[src/rtl/crpe_pkg.sv]
// shared types, constants and count-varint helpers for the column run prefix encoder
`timescale 1ns / 1ps

package crpe_pkg;

	localparam int MAX_LEN_DEF = 32;
	localparam int LEN_W       = 6;
	localparam int CNT_W       = 32;

	localparam logic [1:0] MODE_BYTE  = 2'd0;
	localparam logic [1:0] MODE_EMPTY = 2'd1;
	localparam logic [1:0] MODE_NULL  = 2'd2;
	localparam logic [1:0] MODE_FLUSH = 2'd3;

	localparam logic [7:0] NULL_MARK = 8'hff;
	localparam logic [7:0] CONT_BIT  = 8'h80;

	// one closed run, handed from front to back
	typedef struct packed {
		logic [CNT_W-1:0] count;
		logic [7:0]       level;
		logic             is_null;
		logic [LEN_W-1:0] len;
		logic [LEN_W-1:0] pfx;
		logic             ovf;
		logic             bank;
	} rec_cmd_t;

	// number of bytes in the count varint
	function automatic logic [2:0] count_nbytes(input logic [CNT_W-1:0] v);
		logic [2:0] n;
		begin
			if (v < 32'd128)           n = 3'd1;
			else if (v < 32'd8192)     n = 3'd2;
			else if (v < 32'd1048576)  n = 3'd3;
			else if (v < 32'd134217728) n = 3'd4;
			else                       n = 3'd5;
			return n;
		end
	endfunction

	// byte j of the count varint that has n bytes
	function automatic logic [7:0] count_byte(input logic [CNT_W-1:0] v,
		input logic [2:0] j, input logic [2:0] n);
		logic [CNT_W-1:0] s;
		logic [7:0]       b;
		begin
			case (j)
				3'd1:    s = v >> 6;
				3'd2:    s = v >> 13;
				3'd3:    s = v >> 20;
				default: s = v >> 27;
			endcase
			if (j == 3'd0)
				b = (n == 3'd1) ? v[7:0] : {2'b10, v[5:0]};
			else
				b = s[7:0] | ((j != n - 3'd1) ? CONT_BIT : 8'h00);
			return b;
		end
	endfunction

endpackage

[src/rtl/column_run_prefix_encoder.sv]
// top level of the column run prefix encoder
`timescale 1ns / 1ps

// Run-length, front-coding encoder for one column. Each input word is a value
// byte, an empty value, a null or a flush; repeats merge into runs and every
// closed run leaves as one record, one byte per output word. An input word
// occupies the front in an accept state and then an update state, which waits for
// the registered lookup of the previous value byte. Records stream out at one byte
// per cycle while the output is not stalled for the count, level and length bytes;
// each value byte first waits in a fetch state for the registered read port of the
// value memory. A two-entry run queue lets the front go on while a record
// drains; any input word is held off while a record still needs the memory bank
// that new value bytes would overwrite, or while the run queue is full and the
// word closes a run. No clearing pass after reset.
module column_run_prefix_encoder import crpe_pkg::*; #(
	parameter int MAX_LEN = MAX_LEN_DEF
) (
	input  logic       clk,
	input  logic       arst_n,
	input  logic       in_valid,
	output logic       in_ready,
	input  logic [1:0] mode,
	input  logic [7:0] data_byte,
	input  logic [7:0] level,
	input  logic       last_byte,
	output logic       out_valid,
	input  logic       out_ready,
	output logic [7:0] out_byte,
	output logic       record_end,
	output logic       overlong
);

	localparam int AW = (MAX_LEN > 1) ? $clog2(MAX_LEN) : 1;

	logic        mem_we;
	logic [AW:0] mem_waddr, mem_raddr;
	logic [7:0]  mem_wdata, mem_rdata;
	logic        f_valid, f_ready, b_valid, b_ready;
	rec_cmd_t    f_cmd, b_cmd;
	logic [1:0]  q_busy, b_busy, busy;

	assign busy = q_busy | b_busy;

	crpe_front #(.MAX_LEN(MAX_LEN)) u_front (
		.clk       (clk),
		.arst_n    (arst_n),
		.in_valid  (in_valid),
		.in_ready  (in_ready),
		.mode      (mode),
		.data_byte (data_byte),
		.level     (level),
		.last_byte (last_byte),
		.bank_busy (busy),
		.mem_we    (mem_we),
		.mem_waddr (mem_waddr),
		.mem_wdata (mem_wdata),
		.mem_raddr (mem_raddr),
		.mem_rdata (mem_rdata),
		.cmd_valid (f_valid),
		.cmd_ready (f_ready),
		.cmd       (f_cmd)
	);

	crpe_cmd_fifo u_fifo (
		.clk        (clk),
		.arst_n     (arst_n),
		.push_valid (f_valid),
		.push_ready (f_ready),
		.push_cmd   (f_cmd),
		.pop_valid  (b_valid),
		.pop_ready  (b_ready),
		.pop_cmd    (b_cmd),
		.bank_busy  (q_busy)
	);

	crpe_back #(.MAX_LEN(MAX_LEN)) u_back (
		.clk        (clk),
		.arst_n     (arst_n),
		.cmd_valid  (b_valid),
		.cmd_ready  (b_ready),
		.cmd        (b_cmd),
		.bank_busy  (b_busy),
		.mem_we     (mem_we),
		.mem_waddr  (mem_waddr),
		.mem_wdata  (mem_wdata),
		.mem_raddr  (mem_raddr),
		.mem_rdata  (mem_rdata),
		.out_valid  (out_valid),
		.out_ready  (out_ready),
		.out_byte   (out_byte),
		.record_end (record_end),
		.overlong   (overlong)
	);

endmodule

[src/rtl/crpe_front.sv]
// front: accepts items, builds the incoming value, tracks the run and closes runs
`timescale 1ns / 1ps

module crpe_front import crpe_pkg::*; #(
	parameter int MAX_LEN = MAX_LEN_DEF,
	localparam int AW = (MAX_LEN > 1) ? $clog2(MAX_LEN) : 1
) (
	input  logic             clk,
	input  logic             arst_n,
	input  logic             in_valid,
	output logic             in_ready,
	input  logic [1:0]       mode,
	input  logic [7:0]       data_byte,
	input  logic [7:0]       level,
	input  logic             last_byte,
	input  logic [1:0]       bank_busy,
	output logic             mem_we,
	output logic [AW:0]      mem_waddr,
	output logic [7:0]       mem_wdata,
	output logic [AW:0]      mem_raddr,
	input  logic [7:0]       mem_rdata,
	output logic             cmd_valid,
	input  logic             cmd_ready,
	output rec_cmd_t         cmd
);

	localparam logic F_IDLE = 1'b0;
	localparam logic F_EXEC = 1'b1;
	localparam logic [LEN_W-1:0] MAXL = LEN_W'(MAX_LEN);

	logic             state_q;
	logic [1:0]       mode_s1;
	logic [7:0]       byte_s1;
	logic [7:0]       lvl_s1;
	logic             last_s1;

	logic             run_bank_q;
	logic [LEN_W-1:0] inc_len_q, inc_pfx_q, run_len_q, run_pfx_q;
	logic             pse_q, inc_trunc_q;
	logic [CNT_W-1:0] run_cnt_q;
	logic [7:0]       run_lvl_q;
	logic             run_null_q, ovf_q;

	logic             fits, match, ends, equal, close_ev, push, go, cnt_max;
	logic [LEN_W-1:0] n_len, n_pfx;
	logic             n_trunc, n_pse;

	logic             acc;

	assign in_ready  = (state_q == F_IDLE) && !bank_busy[~run_bank_q];
	assign acc       = in_valid && in_ready;
	assign mem_raddr = {run_bank_q, inc_len_q[AW-1:0]};
	assign mem_waddr = {~run_bank_q, inc_len_q[AW-1:0]};
	assign mem_wdata = byte_s1;
	assign cnt_max   = &run_cnt_q;

	always_comb begin
		fits  = inc_len_q < MAXL;
		match = pse_q && (inc_len_q < run_len_q) && (mem_rdata == byte_s1);
		if (mode_s1 == MODE_BYTE) begin
			n_len   = fits ? inc_len_q + LEN_W'(1) : inc_len_q;
			n_pfx   = (fits && match) ? inc_pfx_q + LEN_W'(1) : inc_pfx_q;
			n_pse   = fits ? match : pse_q;
			n_trunc = inc_trunc_q | !fits;
			ends    = last_s1;
		end else begin
			n_len   = '0;
			n_pfx   = '0;
			n_pse   = 1'b1;
			n_trunc = 1'b0;
			ends    = (mode_s1 == MODE_EMPTY);
		end
		equal = !run_null_q && (n_pfx == n_len) && (n_len == run_len_q);
		case (mode_s1)
			MODE_NULL:  close_ev = (lvl_s1 != run_lvl_q) || !run_null_q || cnt_max;
			MODE_FLUSH: close_ev = 1'b1;
			default:    close_ev = ends &&
				((lvl_s1 != run_lvl_q) || !equal || cnt_max);
		endcase
		push = close_ev && (run_cnt_q != '0);
		go   = !push || cmd_ready;
	end

	assign cmd_valid = (state_q == F_EXEC) && push;
	assign mem_we    = (state_q == F_EXEC) && go && (mode_s1 == MODE_BYTE) && fits;

	always_comb begin
		cmd.count   = run_cnt_q;
		cmd.level   = run_lvl_q;
		cmd.is_null = run_null_q;
		cmd.len     = run_len_q;
		cmd.pfx     = run_pfx_q;
		cmd.ovf     = ovf_q;
		cmd.bank    = run_bank_q;
	end

	always_ff @(posedge clk) begin
		if (acc) begin
			mode_s1 <= mode;
			byte_s1 <= data_byte;
			lvl_s1  <= level;
			last_s1 <= last_byte;
		end
	end

	always_ff @(posedge clk or negedge arst_n) begin
		if (!arst_n) begin
			state_q     <= F_IDLE;
			run_bank_q  <= 1'b0;
			inc_len_q   <= '0;
			inc_pfx_q   <= '0;
			pse_q       <= 1'b1;
			inc_trunc_q <= 1'b0;
			run_len_q   <= '0;
			run_pfx_q   <= '0;
			run_cnt_q   <= '0;
			run_lvl_q   <= '0;
			run_null_q  <= 1'b1;
			ovf_q       <= 1'b0;
		end else if (state_q == F_IDLE) begin
			if (acc)
				state_q <= F_EXEC;
		end else if (go) begin
			state_q <= F_IDLE;
			if (mode_s1 == MODE_FLUSH) begin
				run_cnt_q  <= '0;
				run_null_q <= 1'b1;
				ovf_q      <= 1'b0;
			end else if (mode_s1 == MODE_NULL) begin
				run_lvl_q  <= lvl_s1;
				run_null_q <= 1'b1;
				run_cnt_q  <= close_ev ? CNT_W'(1) : run_cnt_q + CNT_W'(1);
				if (push)
					ovf_q <= 1'b0;
			end else if (ends) begin
				if (close_ev) begin
					if (!equal) begin
						// new value sits in the other bank
						run_bank_q <= ~run_bank_q;
						run_len_q  <= n_len;
						run_pfx_q  <= run_null_q ? '0 : n_pfx;
					end else begin
						run_pfx_q  <= run_len_q;
					end
					run_null_q <= 1'b0;
				end
				run_lvl_q <= lvl_s1;
				run_cnt_q <= close_ev ? CNT_W'(1) : run_cnt_q + CNT_W'(1);
				ovf_q     <= (push ? 1'b0 : ovf_q) | n_trunc;
			end
			if (ends || mode_s1 != MODE_BYTE) begin
				inc_len_q   <= '0;
				inc_pfx_q   <= '0;
				pse_q       <= 1'b1;
				inc_trunc_q <= 1'b0;
			end else begin
				inc_len_q   <= n_len;
				inc_pfx_q   <= n_pfx;
				pse_q       <= n_pse;
				inc_trunc_q <= n_trunc;
			end
		end
	end

endmodule

[src/rtl/crpe_cmd_fifo.sv]
// two-entry queue of closed runs between front and back
`timescale 1ns / 1ps

module crpe_cmd_fifo import crpe_pkg::*; (
	input  logic     clk,
	input  logic     arst_n,
	input  logic     push_valid,
	output logic     push_ready,
	input  rec_cmd_t push_cmd,
	output logic     pop_valid,
	input  logic     pop_ready,
	output rec_cmd_t pop_cmd,
	output logic [1:0] bank_busy
);

	rec_cmd_t   ent_q [2];
	logic [1:0] vld_q;
	logic       wr_ptr_q, rd_ptr_q;

	assign push_ready = !vld_q[wr_ptr_q];
	assign pop_valid  = vld_q[rd_ptr_q];
	assign pop_cmd    = ent_q[rd_ptr_q];

	// value records still to be replayed pin their bank
	always_comb begin
		bank_busy = 2'b00;
		for (int e = 0; e < 2; e++)
			if (vld_q[e] && !ent_q[e].is_null)
				bank_busy[ent_q[e].bank] = 1'b1;
	end

	always_ff @(posedge clk) begin
		if (push_valid && push_ready)
			ent_q[wr_ptr_q] <= push_cmd;
	end

	always_ff @(posedge clk or negedge arst_n) begin
		if (!arst_n) begin
			vld_q    <= 2'b00;
			wr_ptr_q <= 1'b0;
			rd_ptr_q <= 1'b0;
		end else begin
			if (push_valid && push_ready) begin
				vld_q[wr_ptr_q] <= 1'b1;
				wr_ptr_q        <= ~wr_ptr_q;
			end
			if (pop_valid && pop_ready) begin
				vld_q[rd_ptr_q] <= 1'b0;
				rd_ptr_q        <= ~rd_ptr_q;
			end
		end
	end

endmodule

[src/rtl/crpe_back.sv]
// back: value memory and record sequencer with output register
`timescale 1ns / 1ps

module crpe_back import crpe_pkg::*; #(
	parameter int MAX_LEN = MAX_LEN_DEF,
	localparam int AW = (MAX_LEN > 1) ? $clog2(MAX_LEN) : 1
) (
	input  logic        clk,
	input  logic        arst_n,
	input  logic        cmd_valid,
	output logic        cmd_ready,
	input  rec_cmd_t    cmd,
	output logic [1:0]  bank_busy,
	input  logic        mem_we,
	input  logic [AW:0] mem_waddr,
	input  logic [7:0]  mem_wdata,
	input  logic [AW:0] mem_raddr,
	output logic [7:0]  mem_rdata,
	output logic        out_valid,
	input  logic        out_ready,
	output logic [7:0]  out_byte,
	output logic        record_end,
	output logic        overlong
);

	localparam int DEPTH = 2 ** (AW + 1);

	localparam logic [2:0] B_IDLE  = 3'd0;
	localparam logic [2:0] B_CNT   = 3'd1;
	localparam logic [2:0] B_LVL   = 3'd2;
	localparam logic [2:0] B_VAL   = 3'd3;
	localparam logic [2:0] B_LEN   = 3'd4;
	localparam logic [2:0] B_FETCH = 3'd5;
	localparam logic [2:0] B_DATA  = 3'd6;

	logic [7:0]       mem_q [DEPTH];
	logic [7:0]       rd_b_q;
	logic [2:0]       st_q, nxt;
	logic [2:0]       j_q;
	logic [LEN_W-1:0] idx_q;
	rec_cmd_t         act_q;

	logic             slot, emit, e_last, use_p;
	logic [7:0]       e_byte;
	logic [2:0]       nb;

	always_ff @(posedge clk) begin
		if (mem_we)
			mem_q[mem_waddr] <= mem_wdata;
		mem_rdata <= mem_q[mem_raddr];
		rd_b_q    <= mem_q[{act_q.bank, idx_q[AW-1:0]}];
	end

	assign cmd_ready = (st_q == B_IDLE);
	assign slot      = !out_valid || out_ready;
	assign nb        = count_nbytes(act_q.count);
	assign use_p     = act_q.pfx > LEN_W'(2);

	always_comb begin
		bank_busy = 2'b00;
		if (st_q != B_IDLE && !act_q.is_null)
			bank_busy[act_q.bank] = 1'b1;
	end

	always_comb begin
		emit   = 1'b0;
		e_byte = 8'h00;
		e_last = 1'b0;
		nxt    = st_q;
		case (st_q)
			B_IDLE: begin
				if (cmd_valid)
					nxt = B_CNT;
			end
			B_CNT: begin
				emit   = 1'b1;
				e_byte = count_byte(act_q.count, j_q, nb);
				if (j_q == nb - 3'd1)
					nxt = B_LVL;
			end
			B_LVL: begin
				emit   = 1'b1;
				e_byte = act_q.level;
				nxt    = B_VAL;
			end
			B_VAL: begin
				emit = 1'b1;
				if (act_q.is_null) begin
					e_byte = NULL_MARK;
					e_last = 1'b1;
					nxt    = B_IDLE;
				end else if (use_p) begin
					e_byte = {2'b11, act_q.pfx - LEN_W'(2)};
					nxt    = B_LEN;
				end else begin
					e_byte = {2'b00, act_q.len};
					e_last = (act_q.len == '0);
					nxt    = e_last ? B_IDLE : B_FETCH;
				end
			end
			B_LEN: begin
				emit   = 1'b1;
				e_byte = {2'b00, act_q.len - act_q.pfx};
				e_last = (act_q.len == act_q.pfx);
				nxt    = e_last ? B_IDLE : B_FETCH;
			end
			B_FETCH: begin
				nxt = B_DATA;
			end
			B_DATA: begin
				emit   = 1'b1;
				e_byte = rd_b_q;
				e_last = (idx_q == act_q.len - LEN_W'(1));
				nxt    = e_last ? B_IDLE : B_FETCH;
			end
			default: begin
				nxt = B_IDLE;
			end
		endcase
	end

	always_ff @(posedge clk) begin
		if (st_q == B_IDLE && cmd_valid)
			act_q <= cmd;
		if (emit && slot) begin
			out_byte   <= e_byte;
			record_end <= e_last;
			overlong   <= act_q.ovf;
		end
	end

	always_ff @(posedge clk or negedge arst_n) begin
		if (!arst_n) begin
			st_q      <= B_IDLE;
			j_q       <= '0;
			idx_q     <= '0;
			out_valid <= 1'b0;
		end else begin
			if (st_q == B_IDLE) begin
				st_q <= nxt;
				j_q  <= '0;
			end else if (st_q == B_FETCH) begin
				st_q <= nxt;
			end else if (emit && slot) begin
				st_q <= nxt;
				if (st_q == B_CNT)
					j_q <= j_q + 3'd1;
				if (st_q == B_VAL)
					idx_q <= '0;
				else if (st_q == B_LEN)
					idx_q <= act_q.pfx;
				else if (st_q == B_DATA)
					idx_q <= idx_q + LEN_W'(1);
			end
			if (emit && slot)
				out_valid <= 1'b1;
			else if (out_ready)
				out_valid <= 1'b0;
		end
	end

endmodule

[config.mk]
export PLATFORM = sky130hd
export DESIGN_NAME = column_run_prefix_encoder
export DESIGN_NICKNAME = d
export VERILOG_FILES = /design/src/rtl/crpe_pkg.sv /design/src/rtl/column_run_prefix_encoder.sv /design/src/rtl/crpe_front.sv /design/src/rtl/crpe_cmd_fifo.sv /design/src/rtl/crpe_back.sv
export SDC_FILE = /design/constraint.sdc
export NUM_CORES = 1
export LEC_CHECK = 0
export ABC_AREA = 0
export BUFFER_PORTS_ARGS = -buffer_cell sky130_fd_sc_hd__buf_2
export CAP_MARGIN = 0
export CORE_MARGIN = 2
export CORE_UTILIZATION = 40
export CTS_CLUSTER_SIZE = 24
export DETAILED_ROUTE_END_ITERATION = 8
export GPL_TIMING_DRIVEN = 1
export SLEW_MARGIN = 30
export SYNTH_ARGS = -nofsm -noshare
export SYNTH_HDL_FRONTEND = slang
export SYNTH_SLANG_ARGS = --single-unit
export TNS_END_PERCENT = 100
[constraint.sdc]
create_clock -name clk -period 7.95 [get_ports clk]
set_input_delay 0.795 -clock clk [delete_from_list [all_inputs] [get_ports clk]]
set_output_delay 0.795 -clock clk [all_outputs]
set_load 0.05 [all_outputs]
# [Yosys cells after proc, flatten, opt, wreduce, memory -nomap -nowiden]
# Memory sizes are Yosys's and may differ from the RTL's. A register that Yosys moved wholly into a read port is not among the register bits.
# Index checks and enable logic that the tools add are counted.
[totals] mem_count=2 ff_bits=116 out_inout_bits=12 elab_cells=255 ram_bits=622
[memory_table] name="u_back.mem_q" depth=64 word_bits=8 read_ports=2 rd_clocked_by_memory_dff=2 wr=1 line="crpe_back.sv:36" text="logic [7:0] mem_q [DEPTH];"
[memory_table] name="u_fifo.ent_q" depth=2 word_bits=55 read_ports=3 rd_clocked_by_memory_dff=1 wr=1 line="crpe_cmd_fifo.sv:16" text="rec_cmd_t ent_q [2];"
[op_classes] bitwise_logic=17 n_addsub=9 reduce_logical=67 n_lt_le_gt_ge=18 eq_ne=23 n_mux=93
[ops] cell="32-bit 2-to-1 mux" count=4
[ops] cell="6-bit 2-to-1 mux" count=11
[ops] cell="8-bit 2-to-1 mux" count=8
[ops] cell="3-bit 2-to-1 mux" count=17
[ops] cell="8-bit one-hot mux with 5 select lines" count=1
[ops] cell="1-bit 2-to-1 mux" count=38
[ops] cell="32-bit by 1-bit adder with 32-bit output (second input constant)" count=1
[ops] cell="32-bit by 14-bit < comparator with 1-bit output (second input constant)" count=1
[ops] cell="32-bit by 21-bit < comparator with 1-bit output (second input constant)" count=1
[ops] cell="32-bit by 28-bit < comparator with 1-bit output (second input constant)" count=1
[ops] cell="32-bit by 8-bit < comparator with 1-bit output (second input constant)" count=1
[ops] cell="32-bit AND reduction" count=1
[ops] cell="32-bit nonzero test" count=1
[ops] cell="6-bit == test" count=4
[ops] cell="1-bit logical AND" count=24
[ops] cell="8-bit one-hot mux with 3 select lines" count=1
[ops] cell="3-bit one-hot mux with 7 select lines" count=1
[ops] cell="6-bit by 1-bit adder with 6-bit output (second input constant)" count=3
[ops] cell="3-bit nonzero test" count=5
[ops] cell="3-bit by 2-bit == test with 1-bit output (second input constant)" count=4
[ops] cell="1-bit by 2-bit < comparator with 1-bit output (second input constant)" count=6
[ops] cell="4-bit AND reduction" count=3
[ops] cell="1-bit zero test" count=10
[ops] cell="2-bit 2-to-1 mux" count=5
[ops] cell="38 further kinds" count=75

# [Longest topological paths before layout]
# Gate-level depths: netlist (run 1).
[depth] depth_word=22 depth_mapped=14 mapped_depth_nobuf=12

# [Hierarchy]
# A second synthesis (run 1) with hierarchy kept.
[hier_totals] hier_cells=2167 hier_area_um2=37920.1
[modules_own_cells] mod="crpe_back" n_inst=1 area_per_inst_um2=28192.0 cells_per_inst=1451
[modules_own_cells] mod="crpe_front" n_inst=1 area_per_inst_um2=5241.3 cells_per_inst=519
[modules_own_cells] mod="crpe_cmd_fifo" n_inst=1 area_per_inst_um2=4474.3 cells_per_inst=195
[modules_own_cells] mod="column_run_prefix_encoder" n_inst=1 area_per_inst_um2=12.5 cells_per_inst=2

# [Least setup slack after synthesis (run 1)]
# OpenSTA, ideal clock, no wires.
[synth_timing] path_type="flip-flop to flip-flop" start="register u_front.byte_s1[4], in the netlist u_front.mem_wdata[4]" end="memory u_fifo.ent_q[0][0] in the netlist's numbering, enable pin" setup_slack_ns=0.941 t_required_ns=7.413 arrival_ns=6.472 n_path_buf=1 path_stages_with_launch=10 path_cell_list="edfxtp_1 -> xor2_1 -> nor4_1 -> o2111a_2 -> and4_1 -> buf_2 -> xnor2_1 -> o21ba_2 -> o211ai_1 -> nor3_1"
[synth_via] elab_chain_len=18
[synth_lines] element="from (decl)" line="crpe_front.sv:33" text="logic [7:0] byte_s1;"
[synth_lines] element="from (signal assigned)" line="crpe_front.sv:100" text="byte_s1 <= data_byte;"
[synth_lines] element="8-bit == test" line="crpe_front.sv:59" text="match = pse_q && (inc_len_q < run_len_q) && (mem_rdata == byte_s1);"
[synth_lines] element="1-bit logical AND" line="crpe_front.sv:59"
[synth_lines] element="1-bit logical AND" line="crpe_front.sv:62" text="n_pfx = (fits && match) ? inc_pfx_q + LEN_W'(1) : inc_pfx_q;"
[synth_lines] element="6-bit 2-to-1 mux" line="crpe_front.sv:62"
[synth_lines] element="6-bit 2-to-1 mux" line="crpe_front.sv:60" text="if (mode_s1 == MODE_BYTE) begin"
[synth_lines] element="6-bit == test" line="crpe_front.sv:73" text="equal = !run_null_q && (n_pfx == n_len) && (n_len == run_len_q);"
[synth_lines] element="1-bit logical AND (2 in series)" line="crpe_front.sv:73"
[synth_lines] element="1-bit zero test" line="crpe_front.sv:78" text="((lvl_s1 != run_lvl_q) || !equal || cnt_max);"
[synth_lines] element="1-bit logical OR (2 in series)" line="crpe_front.sv:78"
[synth_lines] element="1-bit logical AND" line="crpe_front.sv:77" text="default: close_ev = ends &&"
[synth_lines] element="1-bit one-hot mux with 2 select lines" line="crpe_front.sv:74" text="case (mode_s1)"
[synth_lines] element="1-bit logical AND" line="crpe_front.sv:80" text="push = close_ev && (run_cnt_q != '0);"
[synth_lines] element="1-bit logical AND" line="crpe_front.sv:84" text="assign cmd_valid = (state_q == F_EXEC) && push;"
[synth_lines] element="1-bit logical AND" line="crpe_cmd_fifo.sv:33" text="if (push_valid && push_ready)"
[synth_lines] element="1-bit 2-to-1 mux" line="crpe_cmd_fifo.sv:33"
[synth_lines] element="1-bit 2-to-1 mux (implied by the code)" line="crpe_cmd_fifo.sv:34" text="ent_q[wr_ptr_q] <= push_cmd;"
[synth_lines] element="to (decl)" line="crpe_cmd_fifo.sv:16"
# Every way passes these cells.

# [Final worst setup path (run 1)]
[layout_timing] start="register u_front.inc_len_q[3]" end="memory u_back.mem_q[10][5], enable pin"
[layout_via] elab_chain_len=22 word_cells_on_any_way=27
[layout_lines] element="from (decl)" line="crpe_front.sv:38" text="logic [LEN_W-1:0] inc_len_q, inc_pfx_q, run_len_q, run_pfx_q;"
[layout_lines] element="from (signal assigned)" line="crpe_front.sv:157" text="inc_len_q <= n_len;"
[layout_lines] element="6-bit < comparator" line="crpe_front.sv:59"
[layout_lines] element="1-bit logical AND (2 in series)" line="crpe_front.sv:59"
[layout_lines] element="1-bit logical AND" line="crpe_front.sv:62"
[layout_lines] element="6-bit 2-to-1 mux" line="crpe_front.sv:62"
[layout_lines] element="6-bit 2-to-1 mux" line="crpe_front.sv:60"
[layout_lines] element="6-bit == test" line="crpe_front.sv:73"
[layout_lines] element="1-bit logical AND (2 in series)" line="crpe_front.sv:73"
[layout_lines] element="1-bit zero test" line="crpe_front.sv:78"
[layout_lines] element="1-bit logical OR (2 in series)" line="crpe_front.sv:78"
[layout_lines] element="1-bit logical AND" line="crpe_front.sv:77"
[layout_lines] element="1-bit one-hot mux with 2 select lines" line="crpe_front.sv:74"
[layout_lines] element="1-bit logical AND" line="crpe_front.sv:80"
[layout_lines] element="1-bit zero test" line="crpe_front.sv:81" text="go = !push || cmd_ready;"
[layout_lines] element="1-bit logical OR" line="crpe_front.sv:81"
[layout_lines] element="1-bit logical AND (3 in series)" line="crpe_front.sv:85" text="assign mem_we = (state_q == F_EXEC) && go && (mode_s1 == MODE_BYTE) && fits;"
[layout_lines] element="1-bit 2-to-1 mux" line="crpe_back.sv:48" text="if (mem_we)"
[layout_lines] element="1-bit 2-to-1 mux (implied by the code)" line="crpe_back.sv:49" text="mem_q[mem_waddr] <= mem_wdata;"
[layout_lines] element="to (decl)" line="crpe_back.sv:36"
# Parallel ways exist; a longest one is shown, timed or not.

==> impl_metrics.ini, run 1 <==
[synth]
synth_edf_count = 706
synth_nets = 2385
ys_seq_elements = 809
synthArstFlopShare_pct = 10.8
synth_cell_types = 78
synth_area_leaders = edfxtp_1 (58%), mux4_2 (10%), dfrtp_1 (5.9%)
syn_area_per_cell_um2 = 15.6
ys.flop_type = edfxtp_1
synth_cells = 2336
yosysSeqAreaShare_pct = 65.2
syn_area_mm2 = 0.0363
yosysWarningCount = 0
synth_top_cell_area_share_pct = 58.3
yosysTopAreaCell = edfxtp_1

[setup_path]
worstSetupPathType = flip-flop to flip-flop
r2r_end = u_back.mem_q[10][5]
r2r_start = u_front.inc_len_q[3]
cp_data_arrival_time_ps = 5480
reg2reg_slack_ps = 2730
start_kind = flip-flop
ff2ff_path_depth = 11
worstPathMaxFanout = 47
critPathRequiredTime_ps = 8220
end_kind = flip-flop

[clocking]
clk_pin_slew_ps = 60
htreeDepth = 3
cts-buffers-inserted = 82
post_cts_resized = 0
cts_setup_buffers = 0
cts.sinks = 809
cts_tree = done
clock-root-buffer = clkbuf_16
clock_latency_ps = 660
cts_hold_buf = 0
clk_path_buf_depth = 3

[final_layout]
final_common_cell = edfxtp_1
final_net_count = 2389
area_growth_pct = 13.8
n_antenna_cell = 0
instances_no_fill = 3581
multi_input_area_mm2 = 0.0126
drive_gt1_share_pct = 23.2
regArea_mm2 = 0.0237
fillers = 7676
mostFrequentLayoutCells = edfxtp_1 (706), a22oi_1 (170), mux4_2 (168), nand2_1 (85), clkbuf_16 (83)

[power_and_ir_drop]
cellLeakagePower_uw = 0.0132
vdd_drop_max_mv = 0.195
p_per_area_mw_per_mm2 = 329

[grt]
grt_max_degree = 113
grt_first_pass_wirelength_um = 165000
antenna_found_initial = 2
grt_pass1_vias = 22970
overflow = 0
track_usage_pct = 24.0

[run_status]
status = finished clean

[sta]
final.setup.tns_ps = 0
worst_slew_pin_slew_ps = 1040
slew-limit-headroom_pct = 30.9
finalCriticalPeriod_ps = 5220
finalHoldViolCount = 0
setup_viol = 0
max_freq_ghz = 0.192
setup_slack_ps = 2730
finalClockSkew_ps = 41.5
grt_setup_unrepaired = false
drv_slew = 0
finalCritPeriodShare_pct = 65.6

[placement]
place_hpwl_um = 72200
pre_cts_slack_ps = 2840
portBuffers = 34
gp_congestion = 0.946
place_inst = 3430

[die]
die_height_um = 305
die_area_mm2 = 0.0933
initial_core_util_pct = 40.4
rows = 110
die_w_um = 305
coreArea_mm2 = 0.0900
io-pin-count = 35

[drt]
wl_um = 113000
vias = 23858
first_pass_iters = 8
viasPerCell = 6.66
ant_nets = 0
wire_per_inst_um = 31.5
drt_iter0_markers = 3617
drc = 0

[hold_path]
min_path_type = input pin to asynchronous set/reset pin

[flow_run]
max_cap_viol_count = 0
==> synth_stat cells (26+ instances only) <==
cell type    n
a21oi_1     66
nor2_1      75
xnor2_1     30
inv_1       38
mux2_2      72
edfxtp_1   706
xor2_1      26
o21ai_0     54
dfrtp_1     85
clkbuf_1   112
nand2_1     90
a22oi_1    170
nand3_1     40
buf_1       28
a221oi_1    51
a22o_1      54
nand4_1     31
a31oi_1     76
mux4_2     168
nor4_1      86
==> how the worst max path moves through the flow <==
stage | cells after the start | start | end | slack [ps]
6_report | 11 | u_front.inc_len_q[3] | u_back.mem_q[10][5] | 2730
5_1_grt | 11 | u_front.inc_len_q[3] | u_back.mem_q[10][5] | 2470
4_1_cts | 10 | u_front.inc_len_q[2] | u_back.mem_q[9][2] | 2820
3_5_place_dp | 10 | u_front.inc_len_q[2] | u_back.mem_q[9][0] | 2840
3_3_place_gp | 10 | u_front.inc_len_q[2] | u_back.mem_q[53][4] | 3070
2_1_floorplan | 9 | u_front.mem_wdata[4] | u_fifo.ent_q[0][0] | 940
==> registers in the layout, summed over array words and instances, names as in the netlist, 2 cells and up <==
name,flops
u_back.act_q,55
u_back.idx_q,6
u_back.j_q,3
u_back.mem_q,512
u_back.mem_rdata,8
u_back.out_byte,8
u_back.rd_b_q,8
u_back.st_q,3
u_fifo.ent_q,110
u_fifo.vld_q,2
u_front.inc_len_q,6
u_front.inc_pfx_q,6
u_front.lvl_s1,8
u_front.mem_wdata,8
u_front.mode_s1,2
u_front.run_cnt_q,32
u_front.run_len_q,6
u_front.run_lvl_q,8
u_front.run_pfx_q,6
==> kinds of logic (layout without fill, tap and decap cells) <==
logic type / after synthesis / after routing / synth area share (%)
XOR/XNOR: 57 / 57 / 1.43
flip-flops: 809 / 809 / 65.2
buffers and inverters: 205 / 274 / 2.24
AND/OR/NAND/NOR: 434 / 434 / 6.30
AO/OA/AOI/OAI: 548 / 548 / 10.8
adder cells (fa/ha/maj): 26 / 26 / 0.916
multiplexers: 257 / 257 / 13.1
==> through the flow <==
step	cell area (µm²)	hold slack (ps)	utilization, %	total power, µW
6_report	41400	192	45.9	13600
5_1_grt	41400	238	45.9	14000
4_1_cts	41200	196	45.8	13600
3_5_place_dp	38400	417	42.7	9510
3_3_place_gp	38200	429	42.5	9450
2_1_floorplan	36300	400	-	8060
==> worst max-delay path: stages (launching register included) <==
cell and delay, ps:
dfrtp_1 740, ha_1 360, a21oi_1 160, o211a_1 190, o2111a_1 380, mux2_2 390, a211o_1 270, nor4_2 320
o21ai_4 90, buf_4 380, buf_4 510, nor4_2 890
==> per-layer routing <==
| layer | share of wire, % | GRT usage, % | wire (µm) |
|---|---|---|---|
| met1 | 39 | 33.0 | 43900 |
| met2 | 46 | 37.0 | 51300 |
| met3 | 10 | 5.05 | 11800 |
| met4 | 5.0 | 10.3 | 5610 |
| met5 | 0.011 | 0 | 12 |
==> power breakdown <==
group	leakage (µW)	switching [µW]	internal, µW
Clock	0.00137	1650	2410
Combinational	0.00414	2490	1500
Sequential	0.00768	349	5180
==> final cells by class <==
class | count | share of cell area, %
sequential | 809 | 57.3
timing repair buffer | 85 | 1.47
clock inverter | 49 | 1.55
inverter | 40 | 0.363
clock buffer | 100 | 5.25
multi-input combinational | 1322 | 30.5
tap | 1176 | 3.56
No activity file was read; power rests on OpenSTA's default activity.
==> inputs of run 2 (changes only) <==
--- a/config.mk
+++ b/config.mk
@@ -5,7 +5,7 @@
 export SDC_FILE = /design/constraint.sdc
 export NUM_CORES = 1
 export LEC_CHECK = 0
-export ABC_AREA = 0
+export ABC_AREA = 1
 export BUFFER_PORTS_ARGS = -buffer_cell sky130_fd_sc_hd__buf_2
 export CAP_MARGIN = 0
 export CORE_MARGIN = 2
==> constraint.sdc (replaced) <==
create_clock -name clk -period 4.5 [get_ports clk]
set_input_delay 0.45 -clock clk [delete_from_list [all_inputs] [get_ports clk]]
set_output_delay 0.45 -clock clk [all_outputs]
set_load 0.05 [all_outputs]
==> impl_metrics.ini, run 2 <==
[synth]
synth_nets = 3688
syn_area_per_cell_um2 = 10.4
synth_xor_area_share_pct = 0.626
synth_cells = 3639
synthArstFlopShare_pct = 10.8
synth_mux_area_share_pct = 0
yosysTopAreaCell = edfxtp_1
yosys.area_share.simple_pct = 15.4
syn_area_mm2 = 0.0378
synth_most_common_cell = edfxtp_1
synth_top_family_by_area = simple AND/OR/NAND/NOR gates
synthAdderAreaFrac_pct = 0.880
yosysWarningCount = 0
synthTopCellsByCount = edfxtp_1 (706), nand2_1 (704), o21ai_0 (402)
synth_edf_count = 706
ys_seq_elements = 809
yosysSeqAreaShare_pct = 62.7
synth_area_leaders = edfxtp_1 (56%), nand2_1 (7.0%), dfrtp_1 (5.6%)
synth_cell_types = 61
synth_top_cell_area_share_pct = 56.1
ys.flop_type = edfxtp_1
synth_compound_area_share_pct = 15.0

[power_and_ir_drop]
vdd_drop_max_mv = 0.465
cellLeakagePower_uw = 0.0153
p_total_uw = 25200
p_per_area_mw_per_mm2 = 590

[placement]
pre_cts_slack_ps = 457
place_hpwl_um = 80600
gp_congestion = 0.955
placed_cell_area_mm2 = 0.0399
portBuffers = 34
place_inst = 4853

[drt]
viasPerCell = 5.90
wl_um = 123000
wire_per_inst_um = 24.6
drc = 0
drt_iter0_markers = 4563
vias = 29624
ant_nets = 0
first_pass_iters = 6

[sta]
drv_slew = 0
setup_viol = 0
worst_slew_pin_slew_ps = 1010
finalCritPeriodShare_pct = 92.3
max_freq_ghz = 0.241
grt_setup_unrepaired = false
finalClockSkew_ps = 53.9
final.setup.tns_ps = 0
slew-limit-headroom_pct = 32.5
finalHoldViolCount = 0
finalCriticalPeriod_ps = 4150
setup_slack_ps = 349

[setup_path]
cp_common_cell = nand2_1
crit_buf_inv = 1
r2r_start = u_front.inc_len_q[3]
cp_cell_sequence = ha_1 -> nand2_1 -> nand2_1 -> nand2_1 -> nand3_1 -> nor2_2 -> nand2_2 -> nand2_1 -> nand2_1 -> o21ai_0 -> nand3_1 -> nor2_1 -> nand3_1 -> nand2_2 -> nand2_4 -> nand3_4 -> nand4_1 -> buf_12 -> nor3_2
cp_data_arrival_time_ps = 4440
critPathRequiredTime_ps = 4790
r2r_end = u_back.mem_q[31][3]
reg2reg_slack_ps = 350
crit_family = simple AND/OR/NAND/NOR gates
slowest_delay_ps = 730
critPathSlowestCell = nor3_2
ff2ff_path_depth = 19
end_kind = flip-flop
worstPathMaxFanout = 57
start_kind = flip-flop
worstSetupPathType = flip-flop to flip-flop

[die]
die_area_mm2 = 0.0970
die_height_um = 311
coreArea_mm2 = 0.0935
rows = 112
die_w_um = 311
initial_core_util_pct = 40.4
io-pin-count = 35

[clocking]
cts-buffers-inserted = 84
clock-root-buffer = clkbuf_16
htreeDepth = 3
clk_pin_slew_ps = 60
post_cts_resized = 0
clock_latency_ps = 670
clk_path_buf_depth = 3
cts_tree = done
cts.sinks = 809

[final_layout]
mostFrequentLayoutCells = edfxtp_1 (706), nand2_1 (704), o21ai_0 (402), nor2_1 (304), inv_1 (292)
area_growth_pct = 13.1
instances_no_fill = 5022
final_net_count = 3749
drive_gt1_share_pct = 9.69
finalInstanceArea_mm2 = 0.0428
largest_reg_flops = 512
final_common_cell = edfxtp_1
largest_register = u_back.mem_q
top_regs = u_back.mem_q x512, u_fifo.ent_q x110, u_back.act_q x55

[grt]
track_usage_pct = 24.9
grt_pass1_vias = 27518
grt_max_degree = 194
overflow = 0
antenna_found_initial = 4
grt_first_pass_wirelength_um = 182000

[hold_path]
holdPathEnd = u_front.mem_wdata[5]
whs_path_depth = 1
min_path_type = input pin to flip-flop
hold_start = data_byte[5]

[flow_run]
max_cap_viol_count = 0

[run_status]
status = finished clean
-- run 2: routing by layer --
metal,vias to the layer above,wire length [µm],global-route usage [%]
met5,-,22,0
met4,4,4480,9.31
met3,251,14800,6.22
met2,1806,53300,36.7
met1,14319,50800,35.4
li1,13244,-,-
-- run 2: layout make-up --
cell class                      count  area, µm²
Fill cell                        8588      50700
Sequential cell                   809      23700
Multi-Input combinational cell   2315      12100
Clock buffer                      113       2260
Tap cell                         1254       1570
Timing Repair Buffer              178       1440
Inverter                          312       1180
Clock inverter                     40        457
Antenna cell                        1       2.50
-- run 2: repair_timing --
| item | 4_1_cts | 5_1_grt |
|---|---|---|
| endpoints found under the hold margin | 63 | 0 |
| setup buffers | 0 | 0 |
| hold buffers | 15 | 0 |
-- run 2: through the flow --
step,utilization (%),hold slack (ps)
after detailed placement,42.7,483
after global routing,45.7,8.90
after CTS,45.7,2.02
after global placement,42.7,481
after floorplan,-,154
final,45.7,15.0
-- run 2: where the power goes --
part / switching [µW] / internal [µW]
Combinational: 6480 / 2150
Clock: 2990 / 3970
Sequential: 501 / 9130
-- run 2: cell families after synthesis --
family                     Yosys count
and+or+nand+nor                   1345
adders and majority gates           26
AOI/OAI and AO/OA                  917
DFF                                809
xor gates and xnor gates            27
buffers and inverters              515
-- run 2: worst max path at each step --
stage	to	depth (start not counted)	start	slack, ps
after global placement	u_back.mem_q[31][2]	21	u_front.inc_len_q[5]	450
final	u_back.mem_q[31][3]	19	u_front.inc_len_q[3]	350
after detailed placement	u_back.mem_q[31][6]	21	u_front.inc_len_q[5]	460
after CTS	u_fifo.ent_q[0][49]	22	u_front.inc_len_q[5]	430
after global routing	u_fifo.ent_q[0][49]	22	u_front.inc_len_q[3]	0.03
after floorplan	u_fifo.ent_q[1][0]	20	u_front.mem_wdata[3]	270
